File: config.mk
export PLATFORM = sky130hd
export DESIGN_NAME = igsa_csr
export DESIGN_NICKNAME = d
export VERILOG_FILES = /design/src/igsa_pkg.sv /design/src/igsa_csr.sv
export SDC_FILE = /design/constraint.sdc
export NUM_CORES = 1
export LEC_CHECK = 0
export BUFFER_PORTS_ARGS = -buffer_cell sky130_fd_sc_hd__buf_2
export CAP_MARGIN = 20
export CORE_UTILIZATION = 47
export DETAILED_ROUTE_END_ITERATION = 6
export PLACE_DENSITY = 0.79
export SYNTH_ARGS = -nofsm -noshare
export SYNTH_HDL_FRONTEND = slang
export SYNTH_SLANG_ARGS = --single-unit
File: constraint.sdc
create_clock -name clock -period 4.4 [get_ports clock]
set_input_delay 1.32 -clock clock [delete_from_list [all_inputs] [get_ports clock]]
set_output_delay 1.32 -clock clock [all_outputs]
set_load 0.1 [all_outputs]
File: src/igsa_pkg.sv
// ----------------------------------------------------------------------------
// igsa_pkg
// Shared constants, register codes and types of the integer GEMM engine.
// ----------------------------------------------------------------------------
package igsa_pkg;

   localparam int DATA_WIDTH  = 32;
   localparam int DEF_MAX_DIM = 8;
   localparam int IDX_W       = 3;
   localparam int DIM_W       = 4;
   localparam int OP_W        = 2;
   localparam int PADDR_W     = 5;
   localparam int PDATA_W     = 32;
   localparam int REG_IDX_W   = 3;

   localparam logic [OP_W-1:0] OP_LOAD_A   = 2'd0;
   localparam logic [OP_W-1:0] OP_LOAD_B   = 2'd1;
   localparam logic [OP_W-1:0] OP_LOAD_ADD = 2'd2;
   localparam logic [OP_W-1:0] OP_START    = 2'd3;

   localparam logic [REG_IDX_W-1:0] REG_NUM_ROWS   = 3'd0;
   localparam logic [REG_IDX_W-1:0] REG_INNER_DIM  = 3'd1;
   localparam logic [REG_IDX_W-1:0] REG_NUM_COLS   = 3'd2;
   localparam logic [REG_IDX_W-1:0] REG_SCALE_S    = 3'd3;
   localparam logic [REG_IDX_W-1:0] REG_SCALE_L    = 3'd4;
   localparam logic [REG_IDX_W-1:0] REG_USE_ADDEND = 3'd5;

   localparam logic [DIM_W-1:0]      RST_DIM   = 4'd8;
   localparam logic [DATA_WIDTH-1:0] RST_SCALE = 32'd1;

   typedef struct packed {
      logic [DIM_W-1:0]      num_rows;
      logic [DIM_W-1:0]      inner_dim;
      logic [DIM_W-1:0]      num_cols;
      logic [DATA_WIDTH-1:0] scale_s;
      logic [DATA_WIDTH-1:0] scale_l;
      logic                  use_addend;
   } cfg_type;

   typedef struct packed {
      logic                  load_en;
      logic [OP_W-1:0]       load_op;
      logic [IDX_W-1:0]      load_row;
      logic [IDX_W-1:0]      load_col;
      logic [DATA_WIDTH-1:0] load_value;
      logic                  rd_en;
      logic                  rd_add;
      logic                  first;
      logic                  last_step;
      logic                  scale_en;
      logic                  emit_en;
      logic                  emit_last;
      logic [IDX_W-1:0]      i;
      logic [IDX_W-1:0]      j;
      logic [IDX_W-1:0]      k;
   } cmd_type;

   typedef struct packed {
      logic acc_done;
      logic out_free;
   } status_type;

   function automatic logic [DIM_W-1:0] clamp_dim(input logic [DIM_W-1:0] d,
                                                  input logic [DIM_W-1:0] cap);
      logic [DIM_W-1:0] r;
      r = d;
      if (r == '0) begin
         r = 4'd1;
      end
      if (r > cap) begin
         r = cap;
      end
      return r;
   endfunction

endpackage

File: src/igsa_csr.sv
// ----------------------------------------------------------------------------
// igsa_csr
// APB register file: matrix dimensions, scale factors and addend enable.
// ----------------------------------------------------------------------------
module igsa_csr import igsa_pkg::*; (
   input  logic               clock,
   input  logic               reset,
   input  logic               psel,
   input  logic               penable,
   input  logic               pwrite,
   input  logic [PADDR_W-1:0] paddr,
   input  logic [PDATA_W-1:0] pwdata,
   output logic [PDATA_W-1:0] prdata,
   output logic               pready,
   output cfg_type            cfg
);

   cfg_type                cfg_ff;
   cfg_type                cfg_in;
   logic [REG_IDX_W-1:0]   reg_idx;
   logic                   wr_en;

   assign reg_idx = paddr[PADDR_W-1:2];
   assign wr_en   = psel && penable && pwrite;
   assign pready  = 1'b1;

   always_comb begin
      cfg_in = cfg_ff;
      if (wr_en) begin
         unique case (reg_idx)
            REG_NUM_ROWS:   cfg_in.num_rows   = pwdata[DIM_W-1:0];
            REG_INNER_DIM:  cfg_in.inner_dim  = pwdata[DIM_W-1:0];
            REG_NUM_COLS:   cfg_in.num_cols   = pwdata[DIM_W-1:0];
            REG_SCALE_S:    cfg_in.scale_s    = pwdata[DATA_WIDTH-1:0];
            REG_SCALE_L:    cfg_in.scale_l    = pwdata[DATA_WIDTH-1:0];
            REG_USE_ADDEND: cfg_in.use_addend = pwdata[0];
            default: cfg_in = cfg_ff;
         endcase
      end
   end

   always_comb begin
      prdata = '0;
      unique case (reg_idx)
         REG_NUM_ROWS:   prdata = PDATA_W'(cfg_ff.num_rows);
         REG_INNER_DIM:  prdata = PDATA_W'(cfg_ff.inner_dim);
         REG_NUM_COLS:   prdata = PDATA_W'(cfg_ff.num_cols);
         REG_SCALE_S:    prdata = PDATA_W'(cfg_ff.scale_s);
         REG_SCALE_L:    prdata = PDATA_W'(cfg_ff.scale_l);
         REG_USE_ADDEND: prdata = PDATA_W'(cfg_ff.use_addend);
         default: prdata = '0;
      endcase
   end

   always_ff @(posedge clock) begin
      if (reset) begin
         cfg_ff.num_rows   <= RST_DIM;
         cfg_ff.inner_dim  <= RST_DIM;
         cfg_ff.num_cols   <= RST_DIM;
         cfg_ff.scale_s    <= RST_SCALE;
         cfg_ff.scale_l    <= RST_SCALE;
         cfg_ff.use_addend <= 1'b0;
      end else begin
         cfg_ff <= cfg_in;
      end
   end

   assign cfg = cfg_ff;

endmodule

==> impl_metrics.toml <==
[finish]
largest_reg_flops = 77
final_layout_size_suffix_gt1_frac = 0.359
layout_commonest_cell = "buf_2"
fin_nets = 537
syn_to_final_growth_pct = 39.3
layout_common_cells = "buf_2, nand2b_1, mux2i_1"

[detailed_routing]
vias = 3118
ant_nets = 0
dr.pass1.iters = 4
remaining_drc_errors = 0
drt-initial-drc-count = 98
wl_per_cell_um = 15.3
avgViaCountPerCell = 5.21
routed_wl_mm = 9.19

[cts]
tritoncts.num_buffers = 9
clock-sinks = 77
h-tree-depth = 3
cts_resized = 0
cts_max_path_buffers = 2
clock-root-buffer = "clkbuf_8"
clk_pin_slew_worst_paths_ns = 0.07
worstSkewPairLatency_ns = 0.34
post_cts_buffers = 0
cts_hold_buf = 0
cts_tree = "done"

[grt]
grt_util_all_layers = 0.231
grt_pass1_vias = 3090
grt_pass1_wl_mm = 15.1
antenna_found_initial = 1
grt_max_degree = 61
grt-ovfl-total = 0

[yosys]
synth_top_cell_area_share = 0.422
synth_compound_area_frac = 0.0777
synth_warnings = 0
syn_area_um2 = 3660
synth_edf_count = 0
synth.distinct_cells = 27
seq_area_frac_synth = 0.422
synth-seq-cells = 77
synthXorXnorAreaFrac = 0
synthesis.nets = 399
synthTopCellsByArea = "dfxtp_1, mux2i_1, nand2b_1, a22o_1, buf_6"
synthCells = 357
syn_area_per_cell_um2 = 10.2
yosysTopAreaCell = "dfxtp_1"
synthSimpleGateAreaFrac = 0.216
muxShareOfSynthArea = 0.238
synth_top_family_by_area = "multiplexers"
synth-async-reset-ratio = 0
synth_adder_area_share = 0
ys.flop_type = "dfxtp_1"

[floorplan]
start_util = 0.496
core_um2 = 7370
fp.dieH_um = 90.2
die-area_um2 = 8140
num_rows = 31
die_x_um = 90.2
io_pins = 152

[timing]
slew_headroom = 0.393
clock_skew_ns = 0
finalMaxSlewViolations = 0
setup_viol = 0
fmax_mhz = 247
hold_viol_final = 0
max_slew.worst_pin.slew_ns = 0.911
fin_crit_ns = 4.04
finalWorstSetupSlack_ns = 0.358
tns_ns = 0
grt_setup_unrepaired = "false"
fin_crit_sh = 0.919

[setup_path]
worstSetupEndpointType = "primary output"
setup.worst_path.start_class = "primary input"
cp_max_fo = 17
r2r_slack_ns = 3.72
critical_path_required_ns = 3.08
path_class = "in -> out"
arrival_ns = 2.72

[job]
drv_cap = 0

[placed_design]
dp_hpwl_mm = 6.59
gp_congestion = 0.781
dpl_worst_slack_ns = 0.334
io_buffers = 148

[worst_hold_path]
hold_path_class = "reg -> reg"

[power_and_ir_drop]
finalPower_mw = 1.45
p_leak_nw = 2.45
ir_worst_vdd_v = 0.000205
p_per_area_nw_per_um2 = 285

[run_status]
status = "finished, final reports clean"
synthesized netlist by cell type (2+ instances only):
| library cell | n |
|---|---|
| nand3_1 | 2 |
| a22oi_1 | 2 |
| dfxtp_1 | 77 |
| buf_6 | 5 |
| nor2_1 | 11 |
| buf_4 | 2 |
| nand2b_1 | 104 |
| o21ai_0 | 3 |
| mux4_2 | 2 |
| a22o_1 | 28 |
| nor2b_1 | 2 |
| mux2i_1 | 80 |
| clkbuf_1 | 14 |
| mux2_2 | 2 |
| buf_2 | 8 |
| nand2_1 | 4 |
cell families after synthesis:
logic type / Yosys count
flops: 77
mux: 84
simple gates: 131
other cells: 1
compound gates: 34
buf+inv: 30
layer usage:
metal	wire length [um]	track usage	vias to the layer above
met2	4580	0.403	117
met4	165	0.0941	0
met5	0	0	-
met3	544	0.0499	13
li1	-	-	1504
met1	3900	0.276	1484
worst max-delay path: stages:
cell     delay, ns
buf_2         0.13
and3b_1       0.62
buf_12        0.24
a22o_1        0.21
buf_12        0.19
power breakdown:
| part | switching (mW) | internal [mW] | leakage (nW) |
|---|---|---|---|
| combinational | 0.114 | 0.0573 | 1.72 |
| clock | 0.245 | 0.331 | 0.105 |
| sequential | 0.00418 | 0.702 | 0.621 |
final timing paths:
| path | startpoint | end | cells after the start |
|---|---|---|---|
| worst min-delay path | cfg[12] | cfg[12] | 2 |
| worst max-delay path | paddr[4] | prdata[18] | 5 |
| worst min register to register | cfg[12] | cfg[12] | 2 |
| worst max register to register | cfg[33] | cfg[33] | 2 |
through the flow:
step / util / cells / hold slack (ns) / area (um^2)
floorplan: - / 357 / 0.923 / 3660
global placement: 0.661 / 583 / 0.470 / 4870
detailed placement: 0.661 / 583 / 0.485 / 4870
CTS: 0.690 / 598 / 0.497 / 5090
global route: 0.690 / 598 / 0.509 / 5090
finish: 0.691 / 599 / 0.494 / 5090
cell type report:
cell class | count | area, um^2
antenna | 1 | 2.50
clock buffer | 11 | 141
clock inverter | 4 | 72.6
fill | 609 | 2280
inverter | 1 | 3.75
multi-input combinational | 250 | 1960
sequential | 77 | 1540
tap | 99 | 124
timing repair buffer | 156 | 1250
No activity file was read; power rests on OpenSTA's default activity.
