`src/igsa_pkg.sv`:
```
// ----------------------------------------------------------------------------
// igsa_pkg
// Shared constants, register codes and types of the integer GEMM engine.
// ----------------------------------------------------------------------------
package igsa_pkg;

   localparam int DATA_WIDTH  = 32;
   localparam int DEF_MAX_DIM = 8;
   localparam int IDX_W       = 3;
   localparam int DIM_W       = 4;
   localparam int OP_W        = 2;
   localparam int PADDR_W     = 5;
   localparam int PDATA_W     = 32;
   localparam int REG_IDX_W   = 3;

   localparam logic [OP_W-1:0] OP_LOAD_A   = 2'd0;
   localparam logic [OP_W-1:0] OP_LOAD_B   = 2'd1;
   localparam logic [OP_W-1:0] OP_LOAD_ADD = 2'd2;
   localparam logic [OP_W-1:0] OP_START    = 2'd3;

   localparam logic [REG_IDX_W-1:0] REG_NUM_ROWS   = 3'd0;
   localparam logic [REG_IDX_W-1:0] REG_INNER_DIM  = 3'd1;
   localparam logic [REG_IDX_W-1:0] REG_NUM_COLS   = 3'd2;
   localparam logic [REG_IDX_W-1:0] REG_SCALE_S    = 3'd3;
   localparam logic [REG_IDX_W-1:0] REG_SCALE_L    = 3'd4;
   localparam logic [REG_IDX_W-1:0] REG_USE_ADDEND = 3'd5;

   localparam logic [DIM_W-1:0]      RST_DIM   = 4'd8;
   localparam logic [DATA_WIDTH-1:0] RST_SCALE = 32'd1;

   typedef struct packed {
      logic [DIM_W-1:0]      num_rows;
      logic [DIM_W-1:0]      inner_dim;
      logic [DIM_W-1:0]      num_cols;
      logic [DATA_WIDTH-1:0] scale_s;
      logic [DATA_WIDTH-1:0] scale_l;
      logic                  use_addend;
   } cfg_type;

   typedef struct packed {
      logic                  load_en;
      logic [OP_W-1:0]       load_op;
      logic [IDX_W-1:0]      load_row;
      logic [IDX_W-1:0]      load_col;
      logic [DATA_WIDTH-1:0] load_value;
      logic                  rd_en;
      logic                  rd_add;
      logic                  first;
      logic                  last_step;
      logic                  scale_en;
      logic                  emit_en;
      logic                  emit_last;
      logic [IDX_W-1:0]      i;
      logic [IDX_W-1:0]      j;
      logic [IDX_W-1:0]      k;
   } cmd_type;

   typedef struct packed {
      logic acc_done;
      logic out_free;
   } status_type;

   function automatic logic [DIM_W-1:0] clamp_dim(input logic [DIM_W-1:0] d,
                                                  input logic [DIM_W-1:0] cap);
      logic [DIM_W-1:0] r;
      r = d;
      if (r == '0) begin
         r = 4'd1;
      end
      if (r > cap) begin
         r = cap;
      end
      return r;
   endfunction

endpackage

```
`src/igsa_if.sv`:
```
// ----------------------------------------------------------------------------
// igsa_if
// Request and response channels of the integer GEMM engine.
// ----------------------------------------------------------------------------
interface igsa_req_if import igsa_pkg::*; ();
   logic                         valid;
   logic                         ready;
   logic [OP_W-1:0]              op;
   logic [IDX_W-1:0]             row;
   logic [IDX_W-1:0]             col;
   logic signed [DATA_WIDTH-1:0] value;

   modport source (output valid, output op, output row, output col, output value,
                   input ready);
   modport sink (input valid, input op, input row, input col, input value,
                 output ready);
endinterface


```
`src/igsa_ctrl.sv`:
```
// ----------------------------------------------------------------------------
// igsa_ctrl
// Sequencer: accepts loads, walks rows, columns and the inner sum on start.
// ----------------------------------------------------------------------------
module igsa_ctrl import igsa_pkg::*; #(
   parameter int MAX_DIM = DEF_MAX_DIM
) (
   input  logic       clock,
   input  logic       reset,
   igsa_req_if.sink   req_if,
   input  cfg_type    cfg,
   input  status_type status,
   output cmd_type    cmd
);

   localparam int DimCap = (MAX_DIM < 8) ? MAX_DIM : 8;

   localparam logic [2:0] ST_IDLE  = 3'd0;
   localparam logic [2:0] ST_MAC   = 3'd1;
   localparam logic [2:0] ST_ADD   = 3'd2;
   localparam logic [2:0] ST_WAIT  = 3'd3;
   localparam logic [2:0] ST_SCALE = 3'd4;
   localparam logic [2:0] ST_EMIT  = 3'd5;

   logic [2:0]       state_ff, state_in;
   logic [IDX_W-1:0] i_ff, i_in;
   logic [IDX_W-1:0] j_ff, j_in;
   logic [IDX_W-1:0] k_ff, k_in;
   logic [DIM_W-1:0] nr, nk, nc;
   logic [IDX_W-1:0] nr_m1, nk_m1, nc_m1;
   logic             req_ready;
   logic             last_elem;

   assign nr    = clamp_dim(cfg.num_rows, DIM_W'(DimCap));
   assign nk    = clamp_dim(cfg.inner_dim, DIM_W'(DimCap));
   assign nc    = clamp_dim(cfg.num_cols, DIM_W'(DimCap));
   assign nr_m1 = IDX_W'(nr - 4'd1);
   assign nk_m1 = IDX_W'(nk - 4'd1);
   assign nc_m1 = IDX_W'(nc - 4'd1);
   assign last_elem = (i_ff == nr_m1) && (j_ff == nc_m1);

   always_comb begin
      state_in       = state_ff;
      i_in           = i_ff;
      j_in           = j_ff;
      k_in           = k_ff;
      req_ready      = 1'b0;
      cmd            = '0;
      cmd.load_op    = req_if.op;
      cmd.load_row   = req_if.row;
      cmd.load_col   = req_if.col;
      cmd.load_value = req_if.value;
      cmd.i          = i_ff;
      cmd.j          = j_ff;
      cmd.k          = k_ff;
      cmd.emit_last  = last_elem;
      unique case (state_ff)
         ST_IDLE: begin
            req_ready = 1'b1;
            if (req_if.valid) begin
               if (req_if.op == OP_START) begin
                  state_in = ST_MAC;
                  i_in     = '0;
                  j_in     = '0;
                  k_in     = '0;
               end else begin
                  cmd.load_en = 1'b1;
               end
            end
         end
         ST_MAC: begin
            cmd.rd_en     = 1'b1;
            cmd.first     = (k_ff == '0);
            cmd.last_step = (k_ff == nk_m1) && !cfg.use_addend;
            if (k_ff == nk_m1) begin
               k_in     = '0;
               state_in = cfg.use_addend ? ST_ADD : ST_WAIT;
            end else begin
               k_in = k_ff + 3'd1;
            end
         end
         ST_ADD: begin
            cmd.rd_en     = 1'b1;
            cmd.rd_add    = 1'b1;
            cmd.last_step = 1'b1;
            state_in      = ST_WAIT;
         end
         ST_WAIT: begin
            if (status.acc_done) begin
               state_in = ST_SCALE;
            end
         end
         ST_SCALE: begin
            cmd.scale_en = 1'b1;
            state_in     = ST_EMIT;
         end
         ST_EMIT: begin
            if (status.out_free) begin
               cmd.emit_en = 1'b1;
               if (last_elem) begin
                  state_in = ST_IDLE;
               end else begin
                  state_in = ST_MAC;
                  if (j_ff == nc_m1) begin
                     j_in = '0;
                     i_in = i_ff + 3'd1;
                  end else begin
                     j_in = j_ff + 3'd1;
                  end
               end
            end
         end
         default: state_in = ST_IDLE;
      endcase
   end

   assign req_if.ready = req_ready;

   always_ff @(posedge clock) begin
      if (reset) begin
         state_ff <= ST_IDLE;
         i_ff     <= '0;
         j_ff     <= '0;
         k_ff     <= '0;
      end else begin
         state_ff <= state_in;
         i_ff     <= i_in;
         j_ff     <= j_in;
         k_ff     <= k_in;
      end
   end

   a_done_in_wait: assert property (@(posedge clock) disable iff (reset)
      status.acc_done |-> state_ff == ST_WAIT)
      else $error("accumulator finished outside of wait state");

   a_emit_free: assert property (@(posedge clock) disable iff (reset)
      cmd.emit_en |-> status.out_free)
      else $error("result emitted into a busy output register");

endmodule

```
`src/flat_wrapper.sv`:
```
// flat-port wrapper written by rule: the top's interface ports become plain ports
module igsa_ctrl_flat import igsa_pkg::*;
#(
   parameter int MAX_DIM = DEF_MAX_DIM
)
  (clock, reset, cfg, status, cmd, req_if_valid, req_if_op, req_if_row, req_if_col, req_if_value, req_if_ready);
  igsa_req_if req_if_i ();
  input  logic clock;
  input  logic reset;
  input  cfg_type cfg;
  input  status_type status;
  output cmd_type cmd;
  input wire logic [$bits(req_if_i.valid)-1:0] req_if_valid;
  input wire logic [$bits(req_if_i.op)-1:0] req_if_op;
  input wire logic [$bits(req_if_i.row)-1:0] req_if_row;
  input wire logic [$bits(req_if_i.col)-1:0] req_if_col;
  input wire logic [$bits(req_if_i.value)-1:0] req_if_value;
  output wire logic [$bits(req_if_i.ready)-1:0] req_if_ready;
  assign req_if_i.valid = req_if_valid;
  assign req_if_i.op = req_if_op;
  assign req_if_i.row = req_if_row;
  assign req_if_i.col = req_if_col;
  assign req_if_i.value = req_if_value;
  assign req_if_ready = req_if_i.ready;
  igsa_ctrl #(.MAX_DIM(MAX_DIM)) u_core (.clock(clock), .reset(reset), .req_if(req_if_i), .cfg(cfg), .status(status), .cmd(cmd));
endmodule
```
`config.mk`:
```
export PLATFORM = sky130hd
export DESIGN_NAME = igsa_ctrl_flat
export DESIGN_NICKNAME = d
export VERILOG_FILES = /design/src/igsa_pkg.sv /design/src/igsa_if.sv /design/src/igsa_ctrl.sv /design/src/flat_wrapper.sv
export SDC_FILE = /design/constraint.sdc
export NUM_CORES = 1
export LEC_CHECK = 0
export ABC_CLOCK_PERIOD_IN_PS = 3200
export BUFFER_PORTS_ARGS = -buffer_cell sky130_fd_sc_hd__buf_2
export CAP_MARGIN = 20
export CORE_MARGIN = 4
export CORE_UTILIZATION = 32
export CTS_CLUSTER_DIAMETER = 120
export DETAILED_ROUTE_END_ITERATION = 6
export GPL_TIMING_DRIVEN = 0
export PLACE_DENSITY_LB_ADDON = 0.15
export RECOVER_POWER = 100
export SYNTH_ARGS = -nofsm -noshare
export SYNTH_HDL_FRONTEND = slang
export SYNTH_SLANG_ARGS = --single-unit
```
`constraint.sdc`:
```
create_clock -name clock -period 3.2 [get_ports clock]
set_input_delay 0.48 -clock clock [delete_from_list [all_inputs] [get_ports clock]]
set_output_delay 0.48 -clock clock [all_outputs]
set_load 0.005 [all_outputs]
```
==> impl_metrics.yaml, run 1 <==
yosys:
  ys.flop_type: "dfxtp_1"
  synth-edff-count: 0
  postSynthAreaPerCell_sq_um: 7.84
  syn-cell-area_sq_um: 1340
  synthTopCellsByArea: "buf_4 24%, dfxtp_1 18%, ha_1 6.5%"
  yosysUniqueCellTypes: 45
  async_reset_ff_share_pct: 0
  syn_nets: 300
  yosysMostFrequentCell: "buf_4"
  ys_warn_count: 0
  synth_seq_area_share_pct: 17.9
  synth_top_area_cell: "buf_4"
  synth_commonest_cells: "42 x buf_4, 12 x dfxtp_1, 12 x nor2_1"
  synth_top_cell_area_share_pct: 23.5
  syn_inst: 171
  synth_seq_cells: 12
floorplan:
  start_util_pct: 33.3
  rows: 23
  fp.dieArea_sq_um: 5290
  die_width_um: 72.7
  ioPinCount: 180
  die_h_um: 72.7
  core_area_sq_um: 4030
drt:
  first_pass_iters: 4
  routedWlPerCell_um: 11.4
  drt_iter0_markers: 20
  route.detailed.drc: 0
  vias: 1408
  wl_mm: 3.43
  vias_per_cell: 4.66
  ant_nets: 0
timing:
  slew_violations: 0
  tightestPinTransition_ps: 654
  slew_headroom_pct: 56.2
  setup_tns_ps: 0
  fin_skew_ps: 3.54
  post-route-period-util_pct: 87.1
  rsz0062_at_grt: "false"
  timing.fmax_ghz: 0.359
  finalSetupViolations: 0
  period_needed_ps: 2790
  finalHoldViolCount: 0
layout:
  nets: 382
  area_growth_pct: 34.1
  multi_input_area_sq_um: 728
  drive_gt1_share_pct: 40.9
  diodes: 0
  fillers: 449
  final-seq-area_sq_um: 240
  fin_util_pct: 44.6
clocking:
  post_cts_resized: 0
  cts_tree: "done"
  cts_hold_buf: 0
  clock_path_buffers: 2
  clock_latency_ps: 240
  clk_pin_slew_ps: 60
  root_buffer: "clkbuf_8"
  clock_sinks: 12
  htreeDepth: 1
  cts_setup_buffers: 0
  cts_buffers: 3
worst_setup_path:
  max_stage_delay_ps: 300
  crit_type: "input port to output pin"
  arrival_ps: 2310
  crit_path_cell_trace: "clkbuf_1 > o21ba_2 > nor2_1 > inv_1 > ha_1 > xor2_1 > o31a_1 > o211ai_1 > nor2_1 > clkbuf_4 > buf_2"
  cp_common_cell: "nor2_1"
  cp.required_ps: 2720
  worst-path-buf-inv: 4
  regToRegSetupSlack_ps: 1300
  worstPathMaxFanout: 10
  cp_top_family: "compound AO/OA/AOI/OAI gates"
  start_kind: "input port"
  cp-end-kind: "output pin"
  cp_slowest_cell: "ha_1"
power:
  p_per_area_nw_per_um2: 265
  p_leak_nw: 0.871
  ir_drop_mv: 0.135
  power_uw: 476
place:
  portBuffers: 77
  place_hpwl_mm: 2.92
  routabilityCongestion: 0.764
global_route:
  antenna_found_initial: 0
  first_global_vias: 1285
  gr-total-overflow: 0
  grt_pass1_wl_mm: 5.31
  grt_start_max_net_pins: 11
  track_usage_pct: 12.2
status:
  status: "finished, final reports clean"
worst_hold_path:
  hp-class: "flop to flop"
run:
  maxCapViolCount: 0
## metal layers
layer	GRT usage (%)	part of all wire [%]	up-vias
met5	0	0	-
met4	3.07	0.79	0
met3	2.89	15	2
met2	20.5	44	98
met1	15.7	40	588
li1	-	-	720
## report_power, final
group / internal [mW] / total (mW) / switching (mW)
Sequential: 0.152 / 0.153 / 0.00148
Combinational: 0.0857 / 0.152 / 0.0660
Clock: 0.109 / 0.171 / 0.0619
Total: 0.346 / 0.476 / 0.129
## sequential cells by signal, indices dropped and copies added (netlist names)
register,flops
u_core.j_ff,3
u_core.k_ff,3
u_core.i_ff,3
u_core.state_ff,3
## final timing paths
path                                             startpoint                     endpoint  cells past startpoint
worst max-delay path                                cfg[66]                       cmd[9]                     11
worst min-delay path            u_core.i_ff[2]$_SDFFE_PP0P_  u_core.i_ff[2]$_SDFFE_PP0P_                      2
worst max register to register  u_core.j_ff[2]$_SDFFE_PP0P_  u_core.i_ff[2]$_SDFFE_PP0P_                      5
worst min register to register  u_core.i_ff[2]$_SDFFE_PP0P_  u_core.i_ff[2]$_SDFFE_PP0P_                      2
## worst reg2reg max path, cell delays in order, from the launching register on
cell	delay, ps
dfxtp_1	420
xor2_1	190
xnor2_1	160
o211ai_1	310
or4_1	580
a21oi_1	160
## layout by cell type (no fill, tap or decap), drive strengths merged, types with 2 or more instances in the layout
master	n
and3	4
a31oi	2
nand2b	4
a22oi	2
xor2	6
ha	7
inv	8
o31ai	2
o21ba	3
a21oi	8
dfxtp	12
nand3b	2
o21ai	5
xnor2	3
a22o	2
nor2	12
o31a	3
nor3	2
nand3	4
nor4b	2
nand2	8
mux2	2
or2	2
nor2b	4
clkbuf	61
buf	66
## through the flow
step                hold slack (ps)  std cells  instance area [sq um]  worst slack, ps
finish                          513        302                   1800              413
CTS                             522        302                   1840              428
floorplan                       488        171                   1340              835
global placement                503        298                   1790              425
global route                    549        302                   1800              121
detailed placement              510        298                   1790              450
## final cells by class
class / instances / share of cell area, %
Multi-Input combinational cell: 105 / 40.5
Timing Repair Buffer: 77 / 19.5
Buffer: 46 / 18.4
Sequential cell: 12 / 13.4
Tap cell: 50 / 3.48
Clock buffer: 4 / 3.06
Inverter: 8 / 1.67
## logic make-up after synthesis
logic type / count (synthesis) / synth area share [%]
adder cells (fa/ha/maj): 7 / 6.54
AND/OR/NAND/NOR: 51 / 20.7
XOR/XNOR: 9 / 5.88
multiplexers: 3 / 2.43
AO/OA/AOI/OAI: 35 / 19.6
flip-flops: 12 / 17.9
buffers and inverters: 54 / 26.9
Note: power is estimated with default switching activity, not from simulation.
==> run 2: changes to the inputs <==
- CORE_UTILIZATION: 32 -> 25
- PLACE_DENSITY: unset -> 0.72
- PLACE_DENSITY_LB_ADDON: 0.15 -> unset
==> run 2 against run 1 <==
  * Register-to-register slack better by 20 ps
  * Clock power about the same
  * Wire length up 2.2%
  * Via count up 1.2%
  * Worst hold slack better by 1.4 ps
  * Largest cell class unchanged
  * Fmax down 1.2%
  * Total power down 0.32%
  * Die area up 25%
==> impl_metrics.yaml, run 2 (synthesized netlist as in run 1, its figures left out) <==
drt:
  vias_per_cell: 4.43
  first_pass_iters: 4
  wl_mm: 3.51
  drt_iter0_markers: 67
  route.detailed.drc: 0
  routedWlPerCell_um: 10.9
  vias: 1425
  ant_nets: 0
worst_hold_path:
  hold_depth: 2
  hp-class: "flop to flop"
  holdPathEnd: "u_core.i_ff[2]$_SDFFE_PP0P_"
  hp-start: "u_core.i_ff[2]$_SDFFE_PP0P_"
place:
  place_hpwl_mm: 3.09
  portBuffers: 77
  routabilityCongestion: 0.765
  place_inst: 318
  post_dp_cell_area_sq_um: 1810
power:
  p_leak_nw: 0.866
  ir_drop_mv: 0.155
  p_per_area_nw_per_um2: 261
  power_uw: 474
timing:
  post-route-period-util_pct: 88.1
  timing.fmax_ghz: 0.355
  setup_tns_ps: 0
  finalHoldViolCount: 0
  period_needed_ps: 2820
  fin_skew_ps: 0.735
  tightestPinTransition_ps: 669
  slew_violations: 0
  rsz0062_at_grt: "false"
  slew_headroom_pct: 55.1
  finalSetupViolations: 0
clocking:
  cts_buffers: 3
  clock_sinks: 12
  clk_pin_slew_ps: 60
  clock_path_buffers: 2
  cts_tree: "done"
  post_cts_resized: 0
  htreeDepth: 1
  cts_hold_buf: 0
  clock_latency_ps: 240
  root_buffer: "clkbuf_8"
  cts_setup_buffers: 0
layout:
  layout_commonest_cell: "buf_2"
  area_growth_pct: 35.7
  multi_input_area_sq_um: 728
  diodes: 0
  final-seq-area_sq_um: 240
  fillers: 582
  final_area_sq_um: 1820
  final_cell_mix: "46 x buf_2, 33 x clkbuf_1, 23 x clkbuf_4, 19 x buf_4"
  drive_gt1_share_pct: 39.3
  nets: 382
  fin_cells: 322
floorplan:
  rows: 26
  fp.dieArea_sq_um: 6600
  ioPinCount: 180
  die_h_um: 81.2
  die_width_um: 81.2
  start_util_pct: 26.1
  core_area_sq_um: 5140
worst_setup_path:
  cp.required_ps: 2720
  worstPathMaxFanout: 10
  rr_startpoint: "u_core.j_ff[2]$_SDFFE_PP0P_"
  crit_type: "input port to output pin"
  cp_common_cell: "nor2_1"
  r2r-end: "u_core.i_ff[2]$_SDFFE_PP0P_"
  startpoint: "cfg[66]"
  max_stage_delay_ps: 310
  rr_worst_depth: 5
  regToRegSetupSlack_ps: 1320
  cp_slowest_cell: "o211ai_1"
  crit_path_cell_trace: "clkbuf_1 > o21ba_1 > nor2_1 > inv_1 > ha_1 > xor2_1 > xnor2_1 > o211ai_1 > nor2_1 > clkbuf_4 > buf_2"
  cp_top_family: "compound AO/OA/AOI/OAI gates"
  start_kind: "input port"
  cp-end-kind: "output pin"
  arrival_ps: 2340
  worst-path-buf-inv: 4
global_route:
  grt_start_max_net_pins: 11
  grt_pass1_wl_mm: 5.33
  gr-total-overflow: 0
  track_usage_pct: 9.99
  antenna_found_initial: 0
  first_global_vias: 1318
run:
  maxCapViolCount: 0
status:
  status: "finished, final reports clean"
==> run 2: cell count changes in the layout (fill, tap and decap cells not counted) <==
cell / before / now
o21ba_2: 1 / 0
clkbuf_1: 32 / 33
o21ba_1: 2 / 3
buf_4: 17 / 19
and2_0: 1 / 0
buf_2: 49 / 46
clkbuf_4: 25 / 23
and2_1: 0 / 1
buf_1: 0 / 2
==> run 2: layout make-up <==
class | instances | share of cell area, %
Multi-Input combinational cell | 105 | 40.1
Timing Repair Buffer | 77 | 19.1
Buffer | 46 | 18.2
Sequential cell | 12 | 13.2
Tap cell | 70 | 4.82
Clock buffer | 4 | 3.03
Inverter | 8 | 1.65
==> run 2: routing by layer <==
metal / part of all wire (%) / track usage [%] / vias up / wire [um]
li1: - / - / 719 / -
met3: 13 / 3.10 / 4 / 448
met4: 0.88 / 2.36 / 0 / 31
met1: 41 / 12.1 / 626 / 1450
met2: 45 / 17.2 / 76 / 1570
met5: 0 / 0 / - / 0
==> run 2: stage by stage <==
stage | setup WS, ps | hold WS, ps | util [%]
floorplan | 835 | 488 | -
detailed placement | 424 | 506 | 35.3
finish | 380 | 514 | 35.4
global placement | 418 | 499 | 35.3
CTS | 409 | 518 | 36.3
global route | 153 | 539 | 35.4
==> run 2: worst max path at each step <==
| stage | end | slack, ps | cells past startpoint |
|---|---|---|---|
| 2_1_floorplan | u_core.i_ff[2]$_SDFFE_PP0P_ | 840 | 9 |
| 3_3_place_gp | cmd[9] | 420 | 11 |
| 3_5_place_dp | cmd[9] | 420 | 11 |
| 4_1_cts | cmd[9] | 410 | 11 |
| 5_1_grt | cmd[9] | 150 | 11 |
| 6_report | cmd[9] | 380 | 11 |
==> run 2: tightest hold or removal path: stages (launching register included) <==
cell     delay, ps
dfxtp_1        340
o31ai_1         70
a21oi_1         60
==> run 2: power breakdown <==
part / total [mW] / switching (mW) / internal, mW / leakage, nW
registers: 0.153 / 0.00151 / 0.152 / 0.0969
clock network: 0.169 / 0.0601 / 0.109 / 0.0288
logic: 0.152 / 0.0665 / 0.0854 / 0.741
total: 0.474 / 0.128 / 0.346 / 0.866
